`config.mk`:
```
export PLATFORM = sky130hd
export DESIGN_NAME = console_line_editor
export DESIGN_NICKNAME = d
export VERILOG_FILES = /design/src/sv/cle_pkg.sv /design/src/sv/cle_ram.sv /design/src/sv/console_line_editor.sv
export SDC_FILE = /design/constraint.sdc
export NUM_CORES = 1
export LEC_CHECK = 0
export BUFFER_PORTS_ARGS = -buffer_cell sky130_fd_sc_hd__buf_2
export CAP_MARGIN = 25
export CORE_UTILIZATION = 60
export CTS_CLUSTER_DIAMETER = 40
export DETAILED_ROUTE_END_ITERATION = 16
export PLACE_DENSITY = 0.78
export REMOVE_ABC_BUFFERS = 1
export SLEW_MARGIN = 10
export SYNTH_ARGS = -nofsm -noshare
export SYNTH_HDL_FRONTEND = slang
export SYNTH_SLANG_ARGS = --single-unit
```
`constraint.sdc`:
```
create_clock -name clock -period 5.7 [get_ports clock]
set_clock_uncertainty 0.15 [all_clocks]
set_input_delay 0.285 -clock clock [delete_from_list [all_inputs] [get_ports clock]]
set_output_delay 0.285 -clock clock [all_outputs]
set_load 0.005 [all_outputs]
```
`src/sv/cle_pkg.sv`:
```
package cle_pkg;

   localparam int LINE_WIDTH_DEF = 32;

   localparam logic OP_CHAR    = 1'b0;
   localparam logic OP_RELEASE = 1'b1;

   localparam logic [1:0] KIND_ECHO   = 2'd0;
   localparam logic [1:0] KIND_LINE   = 2'd1;
   localparam logic [1:0] KIND_NOTICE = 2'd2;

   localparam logic [7:0] CHR_BS       = 8'h08;
   localparam logic [7:0] CHR_LF       = 8'h0A;
   localparam logic [7:0] CHR_CR       = 8'h0D;
   localparam logic [7:0] CHR_ESC      = 8'h1B;
   localparam logic [7:0] CHR_SPACE    = 8'h20;
   localparam logic [7:0] CHR_LBRACKET = 8'h5B;
   localparam logic [7:0] CHR_A        = 8'h41;
   localparam logic [7:0] CHR_B        = 8'h42;
   localparam logic [7:0] CHR_C        = 8'h43;
   localparam logic [7:0] CHR_D        = 8'h44;

   typedef struct packed {
      logic       opcode;
      logic [7:0] rx_byte;
   } req_type;

   typedef struct packed {
      logic [1:0] kind;
      logic [7:0] out_byte;
      logic       last;
   } rsp_type;

endpackage

```
`src/sv/cle_ram.sv`:
```
module cle_ram
   #(parameter int WIDTH = 8,
     parameter int DEPTH = 32)
   (input  logic                     clock,
    input  logic                     wr_en,
    input  logic [$clog2(DEPTH)-1:0] wr_addr,
    input  logic [WIDTH-1:0]         wr_data,
    input  logic [$clog2(DEPTH)-1:0] rd_addr,
    output logic [WIDTH-1:0]         rd_data);

   logic [WIDTH-1:0] mem_ff [DEPTH];
   logic [WIDTH-1:0] rd_data_ff;

   always_ff @(posedge clock) begin
      if (wr_en) begin
         mem_ff[wr_addr] <= wr_data;
      end
      rd_data_ff <= mem_ff[rd_addr];
   end

   assign rd_data = rd_data_ff;

endmodule

```
`src/sv/console_line_editor.sv`:
```
// channel    dir   handshake              payload
// request    in    req_valid / req_ready  req (req_type)
// response   out   rsp_valid / rsp_ready  rsp (rsp_type)
//
// A request is taken only while the sequencer is idle.
// A character is taken while idle, and its responses, if any, then follow;
// a commit streams the stored line from the line RAM read port, one byte a
// cycle while the response channel does not stall. A release only clears the pending flag.
// Reset clears the index, the escape and pending flags and the sequencer;
// the line RAM is not cleared. A stalled response holds the sequencer.
module console_line_editor
   import cle_pkg::*;
   #(parameter int LINE_WIDTH = LINE_WIDTH_DEF)
   (input  logic    clock,
    input  logic    reset,
    input  logic    req_valid,
    output logic    req_ready,
    input  req_type req,
    output logic    rsp_valid,
    input  logic    rsp_ready,
    output rsp_type rsp);

   localparam int IDX_W  = $clog2(LINE_WIDTH + 1);
   localparam int ADDR_W = $clog2(LINE_WIDTH);

   localparam logic [1:0] ST_IDLE   = 2'd0;
   localparam logic [1:0] ST_ECHO   = 2'd1;
   localparam logic [1:0] ST_LINE   = 2'd2;
   localparam logic [1:0] ST_NOTICE = 2'd3;

   logic [1:0]        state_ff, state_in;
   logic [IDX_W-1:0]  wi_ff, wi_in;
   logic              esc_ff, esc_in;
   logic              brk_ff, brk_in;
   logic              pend_ff, pend_in;
   logic              rsp_valid_ff, rsp_valid_in;
   rsp_type           rsp_ff, rsp_in;
   logic [ADDR_W-1:0] ptr_ff, ptr_in;
   logic [ADDR_W-1:0] line_last_ff, line_last_in;
   logic [1:0]        pos_ff, pos_in;
   logic              bs_ff, bs_in;
   logic [7:0]        echo_byte_ff, echo_byte_in;
   logic              notice_ff, notice_in;

   logic [7:0]        c;
   logic              is_print, is_bs, is_term, is_esc, is_arrow;
   logic              store_en, has_echo, commit, ovf;
   logic [IDX_W-1:0]  wi_inc, wi_a, wi_nx;
   logic              esc_nx, brk_nx;
   logic              out_free;
   logic [1:0]        echo_last;
   logic              ram_we;
   logic [7:0]        ram_rd;

   assign c        = req.rx_byte;
   assign is_print = !c[7] && (c[6:5] != 2'b00);
   assign is_bs    = (c == CHR_BS);
   assign is_term  = (c == CHR_CR) || (c == CHR_LF);
   assign is_esc   = (c == CHR_ESC);
   assign is_arrow = (c == CHR_A) || (c == CHR_B) || (c == CHR_C) || (c == CHR_D);
   assign store_en = (is_print || is_bs || is_term) && !esc_ff;
   assign wi_inc   = wi_ff + IDX_W'(store_en);
   assign commit   = is_term && !pend_ff && (wi_inc > IDX_W'(1)) && !esc_ff;

   always_comb begin
      wi_a     = wi_inc;
      esc_nx   = esc_ff;
      brk_nx   = brk_ff;
      has_echo = 1'b0;
      if (is_bs) begin
         if ((wi_inc >= IDX_W'(2)) && !esc_ff) begin
            wi_a     = wi_inc - IDX_W'(2);
            has_echo = 1'b1;
         end else begin
            wi_a = '0;
         end
      end else if (is_term) begin
         if (commit) begin
            wi_a = '0;
         end
      end else if (is_esc) begin
         esc_nx = 1'b1;
      end else if (esc_ff) begin
         if (brk_ff) begin
            if (is_arrow) begin
               esc_nx = 1'b0;
               brk_nx = 1'b0;
            end
         end else if (c == CHR_LBRACKET) begin
            brk_nx = 1'b1;
         end
      end else begin
         has_echo = 1'b1;
      end
      ovf   = (wi_a >= IDX_W'(LINE_WIDTH));
      wi_nx = ovf ? '0 : wi_a;
   end

   assign out_free  = !rsp_valid_ff || rsp_ready;
   assign echo_last = bs_ff ? 2'd2 : 2'd0;

   always_comb begin
      state_in     = state_ff;
      wi_in        = wi_ff;
      esc_in       = esc_ff;
      brk_in       = brk_ff;
      pend_in      = pend_ff;
      rsp_valid_in = rsp_valid_ff && !rsp_ready;
      rsp_in       = rsp_ff;
      ptr_in       = ptr_ff;
      line_last_in = line_last_ff;
      pos_in       = pos_ff;
      bs_in        = bs_ff;
      echo_byte_in = echo_byte_ff;
      notice_in    = notice_ff;
      ram_we       = 1'b0;
      case (state_ff)
         ST_IDLE: begin
            ptr_in = '0;
            if (req_valid) begin
               if (req.opcode == OP_RELEASE) begin
                  pend_in = 1'b0;
               end else begin
                  ram_we       = store_en;
                  wi_in        = wi_nx;
                  esc_in       = esc_nx;
                  brk_in       = brk_nx;
                  pend_in      = pend_ff || commit;
                  line_last_in = ADDR_W'(wi_inc - IDX_W'(2));
                  echo_byte_in = c;
                  bs_in        = is_bs;
                  notice_in    = ovf;
                  pos_in       = 2'd0;
                  if (has_echo) begin
                     state_in = ST_ECHO;
                  end else if (commit) begin
                     state_in = ST_LINE;
                  end else if (ovf) begin
                     state_in = ST_NOTICE;
                  end
               end
            end
         end
         ST_ECHO: begin
            if (out_free) begin
               rsp_valid_in    = 1'b1;
               rsp_in.kind     = KIND_ECHO;
               rsp_in.out_byte = (bs_ff && (pos_ff == 2'd1)) ? CHR_SPACE : echo_byte_ff;
               rsp_in.last     = (pos_ff == echo_last) && !notice_ff;
               if (pos_ff == echo_last) begin
                  state_in = notice_ff ? ST_NOTICE : ST_IDLE;
               end else begin
                  pos_in = pos_ff + 2'd1;
               end
            end
         end
         ST_LINE: begin
            if (out_free) begin
               rsp_valid_in    = 1'b1;
               rsp_in.kind     = KIND_LINE;
               rsp_in.out_byte = ram_rd;
               rsp_in.last     = (ptr_ff == line_last_ff);
               if (ptr_ff == line_last_ff) begin
                  state_in = ST_IDLE;
               end else begin
                  ptr_in = ptr_ff + ADDR_W'(1);
               end
            end
         end
         ST_NOTICE: begin
            if (out_free) begin
               rsp_valid_in    = 1'b1;
               rsp_in.kind     = KIND_NOTICE;
               rsp_in.out_byte = 8'h00;
               rsp_in.last     = 1'b1;
               state_in        = ST_IDLE;
            end
         end
         default: begin
            state_in = ST_IDLE;
         end
      endcase
   end

   always_ff @(posedge clock) begin
      if (reset) begin
         state_ff     <= ST_IDLE;
         wi_ff        <= '0;
         esc_ff       <= 1'b0;
         brk_ff       <= 1'b0;
         pend_ff      <= 1'b0;
         rsp_valid_ff <= 1'b0;
      end else begin
         state_ff     <= state_in;
         wi_ff        <= wi_in;
         esc_ff       <= esc_in;
         brk_ff       <= brk_in;
         pend_ff      <= pend_in;
         rsp_valid_ff <= rsp_valid_in;
      end
   end

   always_ff @(posedge clock) begin
      rsp_ff       <= rsp_in;
      ptr_ff       <= ptr_in;
      line_last_ff <= line_last_in;
      pos_ff       <= pos_in;
      bs_ff        <= bs_in;
      echo_byte_ff <= echo_byte_in;
      notice_ff    <= notice_in;
   end

   cle_ram #(.WIDTH(8), .DEPTH(LINE_WIDTH)) u_line_ram (
      .clock   (clock),
      .wr_en   (ram_we),
      .wr_addr (wi_ff[ADDR_W-1:0]),
      .wr_data (c),
      .rd_addr (ptr_in),
      .rd_data (ram_rd));

   assign req_ready = (state_ff == ST_IDLE);
   assign rsp_valid = rsp_valid_ff;
   assign rsp       = rsp_ff;

endmodule

```
# --- Word level (Yosys, flattened, before mapping) ---
# Memories as Yosys holds them, arrays and structs flattened. A register that Yosys moved wholly into a read port is not among the register bits.
# Index checks and enable logic that the tools add are counted.
word_totals:
  regBits: 45
  ramBits: 256
  input_bits: 13
  output_inout_bits: 13
  wordCells: 136
  mem_count: 1
classes:
  add_sub_neg: 4
  order_cmp: 3
  eq_ne: 24
  mux: 50
  n_bitwise: 4
  n_reduce_logical: 35
memory_table:
  columns: ["memory", "words", "width", "rd", "rd_clocked_by_memory_dff", "wr", "line", "text"]
  rows:
  - ["u_line_ram.mem_ff", 32, 8, 1, 1, 1, "cle_ram.sv:11", "logic [WIDTH-1:0] mem_ff [DEPTH];"]
ops:
  columns: ["operator", "count"]
  rows:
  - ["$eq A8 B7 Y1 const B", 5]
  - ["$mux W11", 3]
  - ["$pmux W11 S3", 1]
  - ["$mux W2", 16]
  - ["$mux W6", 5]
  - ["$eq A8 B4 Y1 const B", 3]
  - ["$mux W1", 19]
  - ["$ne A2 B2 Y1 const B", 8]
  - ["$mux W5", 2]
  - ["$pmux W5 S2", 1]
  - ["$reduce_and A5 Y1", 2]
  - ["$logic_and A1 B1 Y1", 9]
  - ["$eq A8 B5 Y1 const B", 1]
  - ["$logic_or A1 B1 Y1", 8]
  - ["$mux W8", 1]
  - ["$pmux W2 S4", 1]
  - ["$reduce_and A8 Y1", 1]
  - ["$reduce_and A7 Y1", 1]
  - ["$add A6 B1 Y6", 1]
  - ["$ge A6 B2 Y1 const B", 1]
  - ["$ge A6 B6 Y1 const B", 1]
  - ["$gt A6 B1 Y1 const B", 1]
  - ["$logic_not A1 Y1", 6]
  - ["$sub A6 B2 Y6 const B", 1]
  - ["other kinds (16)", 22]

# --- Longest topological paths before layout ---
# Gate-level depths: netlist of run 1.
logic_depth:
  depth_word: 19
  depth_mapped: 14

# --- Modules after synthesis ---
# A second synthesis of run 1 with hierarchy kept.
hier_totals:
  cells_unflattened: 631
  area_unflattened_um2: 12415.7
by_module_without_submodules:
  columns: ["module", "instances", "cells_each", "area_each_um2", "seq_area_each_um2"]
  rows:
  - ["cle_ram", 1, 417, 10053.4, 7847.5]
  - ["console_line_editor", 1, 214, 2362.3, 1181.1]

# --- Worst setup path before layout of run 1 ---
# OpenSTA, ideal clock, no wires.
synth_timing:
  kind: "input to register"
  startpoint: "input port req[5] (netlist name)"
  endpoint: "register state_ff[0]"
  setup_ps: 75
  t_arrival_ps: 3450
  required_time_ps: 5475
  setup_slack_ps: 2025
  path_stages: 14
  path_cell_list: "or3_1 nor3b_1 nand2_1 a21oi_1 ha_1 ha_1 nand3_1 xor2_1 o2111ai_1 mux2_2 o32ai_1 nor4_1 or3_1 a31oi_1"
synth_between:
  elab_chain_len: 15
synth_lines:
  columns: ["item", "line", "text"]
  rows:
  - ["start: declaration", "console_line_editor.sv:18", "input req_type req,"]
  - ["branches (longest 11 deep; another with $add A6 B1 Y6)", null, null]
  - ["$mux W6 *", "console_line_editor.sv:70", "if (is_bs) begin"]
  - ["$ge A6 B6 Y1 *", "console_line_editor.sv:95", "ovf = (wi_a >= IDX_W'(LINE_WIDTH));"]
  - ["via ovf", "console_line_editor.sv:47", "logic store_en, has_echo, commit, ovf;"]
  - ["$ne A4 B1 Y1 (no line) *", null, null]
  - ["$reduce_and A8 Y1 (no line) *", null, null]
  - ["end signal: assignment", "console_line_editor.sv:194", "state_ff <= state_in;"]
  - ["end: declaration", "console_line_editor.sv:31", "logic [1:0] state_ff, state_in;"]
# Mark *: on every way through the listed nets, which the timed path passes. The select of a mux whose other input is x is not followed.
# A chain may end at the register's enable or synchronous reset.

# --- Worst setup path after layout of run 1 ---
layout_timing:
  startpoint: "register state_ff[1]"
  endpoint: "register u_line_ram.rd_data_ff[6] (netlist: u_line_ram.rd_data[6]) (read register of u_line_ram.mem_ff)"
layout_between:
  elab_chain_len: 2
layout_lines:
  columns: ["item", "line", "text"]
  rows:
  - ["$eq A2 B2 Y1 / $logic_not A2 Y1 (equally long branches)", "console_line_editor.sv:117", "case (state_ff)"]
  - ["$pmux W5 S2 *", "console_line_editor.sv:117", null]
  - ["end: declaration", "cle_ram.sv:12", "logic [WIDTH-1:0] rd_data_ff;"]
# Every way passes the cells marked *; elsewhere a longest branch is shown, timed or not.

==> flow_summary.toml, run 1 <==
[outcome]
status = "finished, final reports clean"

[sta]
hold_viol_final = 0
tightest_slew_ns = 1.08
fin_crit_ns = 4.06
clock.fmax_mhz = 246
grt_setup_unrepaired = "no"
relSlewSlack_pct = 27.9
slew_violations = 0
finalSetupTns_ns = 0
finalCritPeriodShare_pct = 71.2
setup_violations = 0

[yosys]
ys_types = 62
synth_area_sq_um = 12800
synth_commonest_cells = "edfxtp_1 (284), nand2_1 (164), mux2i_1 (80)"
yosysMostFrequentCell = "edfxtp_1"
synth_warnings = 0
synth_area_leaders = "edfxtp_1 (66%), mux2i_1 (6.2%), nand2_1 (4.8%)"
ys_ff_latch = 309
synth_edf_count = 284
yosys.area.top_type_share_pct = 66.5
avgSynthCellArea_sq_um = 13.5
ys.flop_type = "edfxtp_1"
yosys.area.top_type = "edfxtp_1"
synth_cells = 950
ys_async_sr_fraction_pct = 0
ys_seq_area_share_pct = 70.4

[grt]
grt_pass1_wl_um = 43800
grt_overflow = 0
grt_pass1_vias = 7749
grt_max_degree = 57
grt_usage_pct = 27.1
antenna_found_initial = 1

[cts]
cts.clk_slew.worst_paths_ns = 0.06
cts.path.max_buffers = 3
clk_latency_ns = 0.51
cts_tree = "yes"
cts_made_buffers = 38
cts_setup_buffers = 0
clock_sinks = 309
cts-root-buf = "clkbuf_16"
htreeDepth = 2

[setup_path]
cp.buffers_inverters = 2
critPathMaxStageDelay_ns = 0.73
crit_path_start = "state_ff[1]"
path_class = "flop to flop"
critPathMaxFanout = 27
end_kind = "flop"
critPathTopFamily = "simple AND/OR/NAND/NOR gates"
worstPathRequired_ns = 5.91
path_cells = "nor2b_1 > o2111ai_1 > and3b_1 > inv_2 > buf_4 > mux2i_1 > mux2i_1 > o2111ai_1 > nand4_1"
crit_slowest_cell = "nor2b_1"
cp.arrival_ns = 4.26
timing.rr.start = "state_ff[1]"
startpoint_type = "flop"

[hold_path]
hold_path_class = "input pin to flop"
hold_path_startpoint = "req_valid"

[route]
dr.pass1.iters = 6
drc = 0
vias_per_cell = 6.28
wl_um = 29100
drt_iter0_drc = 1226
routedWlPerCell_um = 22.6
vias = 8109
drt.antenna.violating_nets = 0

[power_and_ir_drop]
powerDensity_nw_per_um2 = 371
leakagePower_nw = 4.85
irDropWorstVdd_mv = 0.294

[floorplan]
die_w_um = 148
initial_core_util_pct = 61.0
num_rows = 53
ioPinCount = 26
core_sq_um = 21000
design.die.area_sq_um = 22000
die_y_um = 148

[place]
dp_cells = 1216
port-buffer-count = 25
dpl.hpwl_um = 17400
routabilityCongestion = 0.889

[final_layout]
fin_nets = 1003
area_delta_synth_final_pct = 13.6
fillCellCount = 1395
stdcell_count = 1291
drive_gt1_share_pct = 11.8

[job]
drv_cap = 0
==> report_power, final <==
| part | internal (mW) | switching (mW) |
|---|---|---|
| Combinational | 0.100 | 0.224 |
| Clock | 1.60 | 0.928 |
| Sequential | 2.52 | 0.0236 |
| Total | 4.23 | 1.18 |
==> layer usage <==
metal	up-vias	routed length (um)	global-route usage [%]
met5	-	0	0
met4	0	875	9.79
met3	76	2700	4.66
met2	434	13900	43.4
met1	3944	11600	37.5
li1	3655	-	-
==> kinds of logic after synthesis <==
kind of cell,count (synthesis),synth area share (%)
xor+xnor,13,0.888
buf+inv,61,2.21
fa+ha+maj,5,0.488
simple gates,368,13.0
flops,309,70.4
compound gates,108,6.21
mux,86,6.77
==> placed cells by master (no fill, tap or decap), types with 10 or more instances in the layout <==
| master | Yosys | layout |
|---|---|---|
| edfxtp_1 | 284 | 284 |
| nand2_1 | 164 | 164 |
| mux2i_1 | 80 | 80 |
| nor2_1 | 72 | 72 |
| nand3_1 | 56 | 56 |
| clkbuf_16 | 0 | 43 |
| dfxtp_1 | 25 | 25 |
| buf_2 | 23 | 25 |
| nand4_1 | 21 | 21 |
| a31oi_1 | 18 | 18 |
| buf_4 | 2 | 17 |
| a32o_1 | 15 | 15 |
| a21oi_1 | 14 | 14 |
| o21ai_0 | 12 | 12 |
| a22oi_1 | 10 | 10 |
==> stage by stage <==
stage	utilization (%)	setup slack [ns]	instance area, sq um	hold slack, ns	power, mW
after floorplan	-	1.71	12600	0.204	2.75
after global placement	62.7	1.45	13200	0.333	2.90
after detailed placement	62.7	1.33	13200	0.341	2.90
after CTS	69.3	1.76	14600	0.169	5.41
after global routing	69.3	1.37	14600	0.188	5.53
final	69.3	1.64	14600	0.183	5.40
==> worst paths after layout <==
kind                                end  cells after the start  slack (ns)
setup reg to reg  u_line_ram.rd_data[6]                      9        1.64
hold reg to reg                wi_ff[5]                      1        0.35
setup / recovery  u_line_ram.rd_data[6]                      9        1.64
hold / removal                 wi_ff[0]                      5        0.18
==> timing repair <==
action                                 in CTS  in global routing
gates resized for setup                     0                  0
endpoints found under the hold margin      12                  0
hold buffers                                3                  0
==> final cells by class <==
| cell class | count | area, sq um | share of cell area, % |
|---|---|---|---|
| repair buffers | 45 | 283 | 1.94 |
| clock inverters | 20 | 250 | 1.72 |
| inverters | 11 | 43.8 | 0.301 |
| multi-input cells | 580 | 3510 | 24.1 |
| well taps | 275 | 344 | 2.36 |
| flip-flops and latches | 309 | 9030 | 62.0 |
| diodes | 1 | 2.50 | 0.0172 |
| clock buffers | 50 | 1100 | 7.57 |
==> state kept, by name (all words and copies together) (netlist names), 2 cells and up <==
register and count:
echo_byte_ff 8, line_last_ff 5, pos_ff 2, ptr_ff 5, rsp 11, state_ff 2
u_line_ram.mem_ff 256, u_line_ram.rd_data 8, wi_ff 6
==> worst register-to-register path, stage by stage, from the launching register on <==
cell,delay [ns]
dfxtp_1,0.49
nor2b_1,0.73
o2111ai_1,0.33
and3b_1,0.31
inv_2,0.56
buf_4,0.34
mux2i_1,0.21
mux2i_1,0.11
o2111ai_1,0.49
nand4_1,0.18
Power figures use the tool's default switching activity.
==> run 2, diff against run 1 <==
--- a/config.mk
+++ b/config.mk
@@ -7,10 +7,10 @@
 export LEC_CHECK = 0
 export BUFFER_PORTS_ARGS = -buffer_cell sky130_fd_sc_hd__buf_2
 export CAP_MARGIN = 25
-export CORE_UTILIZATION = 60
+export CORE_UTILIZATION = 56
 export CTS_CLUSTER_DIAMETER = 40
 export DETAILED_ROUTE_END_ITERATION = 16
-export PLACE_DENSITY = 0.78
+export PLACE_DENSITY = 0.76
 export REMOVE_ABC_BUFFERS = 1
 export SLEW_MARGIN = 10
 export SYNTH_ARGS = -nofsm -noshare
==> constraint.sdc (replaced) <==
create_clock -name clock -period 3.3 [get_ports clock]
set_clock_uncertainty 0.15 [all_clocks]
set_input_delay 0.165 -clock clock [delete_from_list [all_inputs] [get_ports clock]]
set_output_delay 0.165 -clock clock [all_outputs]
set_load 0.005 [all_outputs]
==> run 2 against run 1 <==
Effect of this change: clock power rose by 63%; utilization fell by 1.9 points; via count rose by 2.7%; wire length rose by 2.1%; non-clock buffer count rose by 79; worst setup slack got worse by 1.5 ns; sequential share of layout area fell by 2.7 points; clock-buffer cell count fell by 3; power rose by 69%; design area rose by 4.5%; critical path depth rose by 7; critical endpoint is now state_ff[0].
==> flow_summary.toml, run 2 (synthesis results as in run 1) <==
[grt]
grt_overflow = 0
grt_max_degree = 55
grt_pass1_vias = 8246
grt_pass1_wl_um = 46000
antenna_found_initial = 0
grt_usage_pct = 26.0

[cts]
htreeDepth = 2
cts.clk_slew.worst_paths_ns = 0.05
cts.path.max_buffers = 3
cts-root-buf = "clkbuf_16"
cts_made_buffers = 38
cts_tree = "yes"
clk_latency_ns = 0.52
clock_sinks = 309

[route]
dr.pass1.iters = 6
highest_layer = "met4"
drt_iter0_drc = 868
drt.antenna.violating_nets = 0
wl_met1_um = 12100
vias_per_cell = 6.04
drc = 0
wl_met3_um = 2560
wl_um = 29800
wl_met2_um = 14300
routedWlPerCell_um = 21.6
vias = 8327

[floorplan]
initial_core_util_pct = 56.8
design.die.area_sq_um = 23500
ioPinCount = 26
core_sq_um = 22600
num_rows = 55
die_y_um = 153
die_w_um = 153

[sta]
setup_violations = 0
hold_viol_final = 0
slew_violations = 0
tightest_slew_ns = 0.547
clock.fmax_mhz = 318
finalCritPeriodShare_pct = 95.4
relSlewSlack_pct = 63.4
fin_crit_ns = 3.15

[setup_path]
end_kind = "flop"
worstPathRequired_ns = 3.59
critPathMaxFanout = 5
cp.buffers_inverters = 3
path_cells = "dlygate4sd3_1 > buf_4 > o21ai_0 > nand2_1 > a21oi_2 > ha_4 > ha_4 > nand3_2 > xor2_2 > o2111ai_1 > mux2_2 > o32ai_2 > buf_4 > nor4_1 > or3_1 > a31oi_1"
startpoint_type = "input pin"
path_class = "input pin to flop"
critPathMaxStageDelay_ns = 0.53
cp.arrival_ns = 3.44
critPathTopFamily = "compound AO/OA/AOI/OAI gates"
crit_slowest_cell = "dlygate4sd3_1"

[place]
routabilityCongestion = 0.894
port-buffer-count = 25
dp_cells = 1302
dpl.hpwl_um = 19200

[final_layout]
stdcell_count = 1378
layout_common_cells = "edfxtp_1 (284), nand2_1 (164), buf_4 (90)"
final_common_cell = "edfxtp_1"
fin_util_pct = 67.4
insertedDiodeCount = 0
largest_reg_flops = 256
max_flop_register = "u_line_ram.mem_ff"
area_delta_synth_final_pct = 18.7
drive_gt1_share_pct = 18.6
fin_nets = 1082

[job]
drv_cap = 0

[power_and_ir_drop]
p_total_mw = 9.15
irDropWorstVdd_mv = 0.438
powerDensity_nw_per_um2 = 601
leakagePower_nw = 5.22

[hold_path]
hold_path_class = "input pin to flop"

[outcome]
status = "finished, final reports clean"
[run 2: cell count changes in the layout (fill, tap and decap cells not counted), sizes merged]
cell	previous run	this run
buf	42	120
clkbuf	50	47
inv	15	17
diode	1	0
dlygate4sd3	3	4
[run 2: worst register-to-register path, delay by kind of cell, from the launching register on]
kind	cells	cell delay (ns)
AOI/OAI and AO/OA	1	0.25
xor gates and xnor gates	1	0.49
buffers and inverters	2	0.58
DFF	1	0.45
and+or+nand+nor	5	1.03
[run 2: through the flow]
| step | instance area (sq um) | hold WS (ns) | TNS, ns | setup slack [ns] |
|---|---|---|---|---|
| final | 15200 | 0.0814 | 0 | 0.151 |
| after global placement | 13800 | 0.250 | -2.00 | -0.409 |
| after global routing | 15200 | 0.0833 | -0.112 | -0.109 |
| after detailed placement | 13800 | 0.261 | -2.34 | -0.457 |
| after CTS | 15100 | 0.0652 | 0 | 0.0375 |
| after floorplan | 12600 | 0.0841 | -6.09 | -0.692 |
[run 2: final timing paths]
kind                   from                    end  slack, ns  cells after the start
hold / removal    rsp_ready                rsp[10]       0.08                      4
setup reg to reg  ptr_ff[0]  u_line_ram.rd_data[4]       0.27                      9
hold reg to reg    wi_ff[5]               wi_ff[5]       0.35                      1
setup / recovery     req[0]            state_ff[0]       0.15                     16
[run 2: where the power goes]
part,internal (mW),switching (mW),total [mW]
clock,2.57,1.56,4.13
sequential,4.36,0.0318,4.39
combinational,0.225,0.408,0.633
[run 2: repair_timing]
item	4_1_cts	5_1_grt
setup endpoints to repair	0	7
hold buffers	4	0
resized for setup	0	12
setup buffers	0	3
endpoints found under the hold margin	28	0
[run 2: cell type report]
class	count	area, sq um
sequential	309	9030
fill	1583	7350
multi-input combinational	580	3580
clock buffer	47	1010
timing repair buffer	124	956
tap	285	357
clock inverter	22	254
inverter	11	43.8
[run 2: per-layer routing]
metal / vias up / track usage (%)
li1: 3817 / -
met1: 4093 / 34.8
met2: 357 / 42.6
met3: 60 / 5.70
met4: 0 / 8.52
met5: - / 0
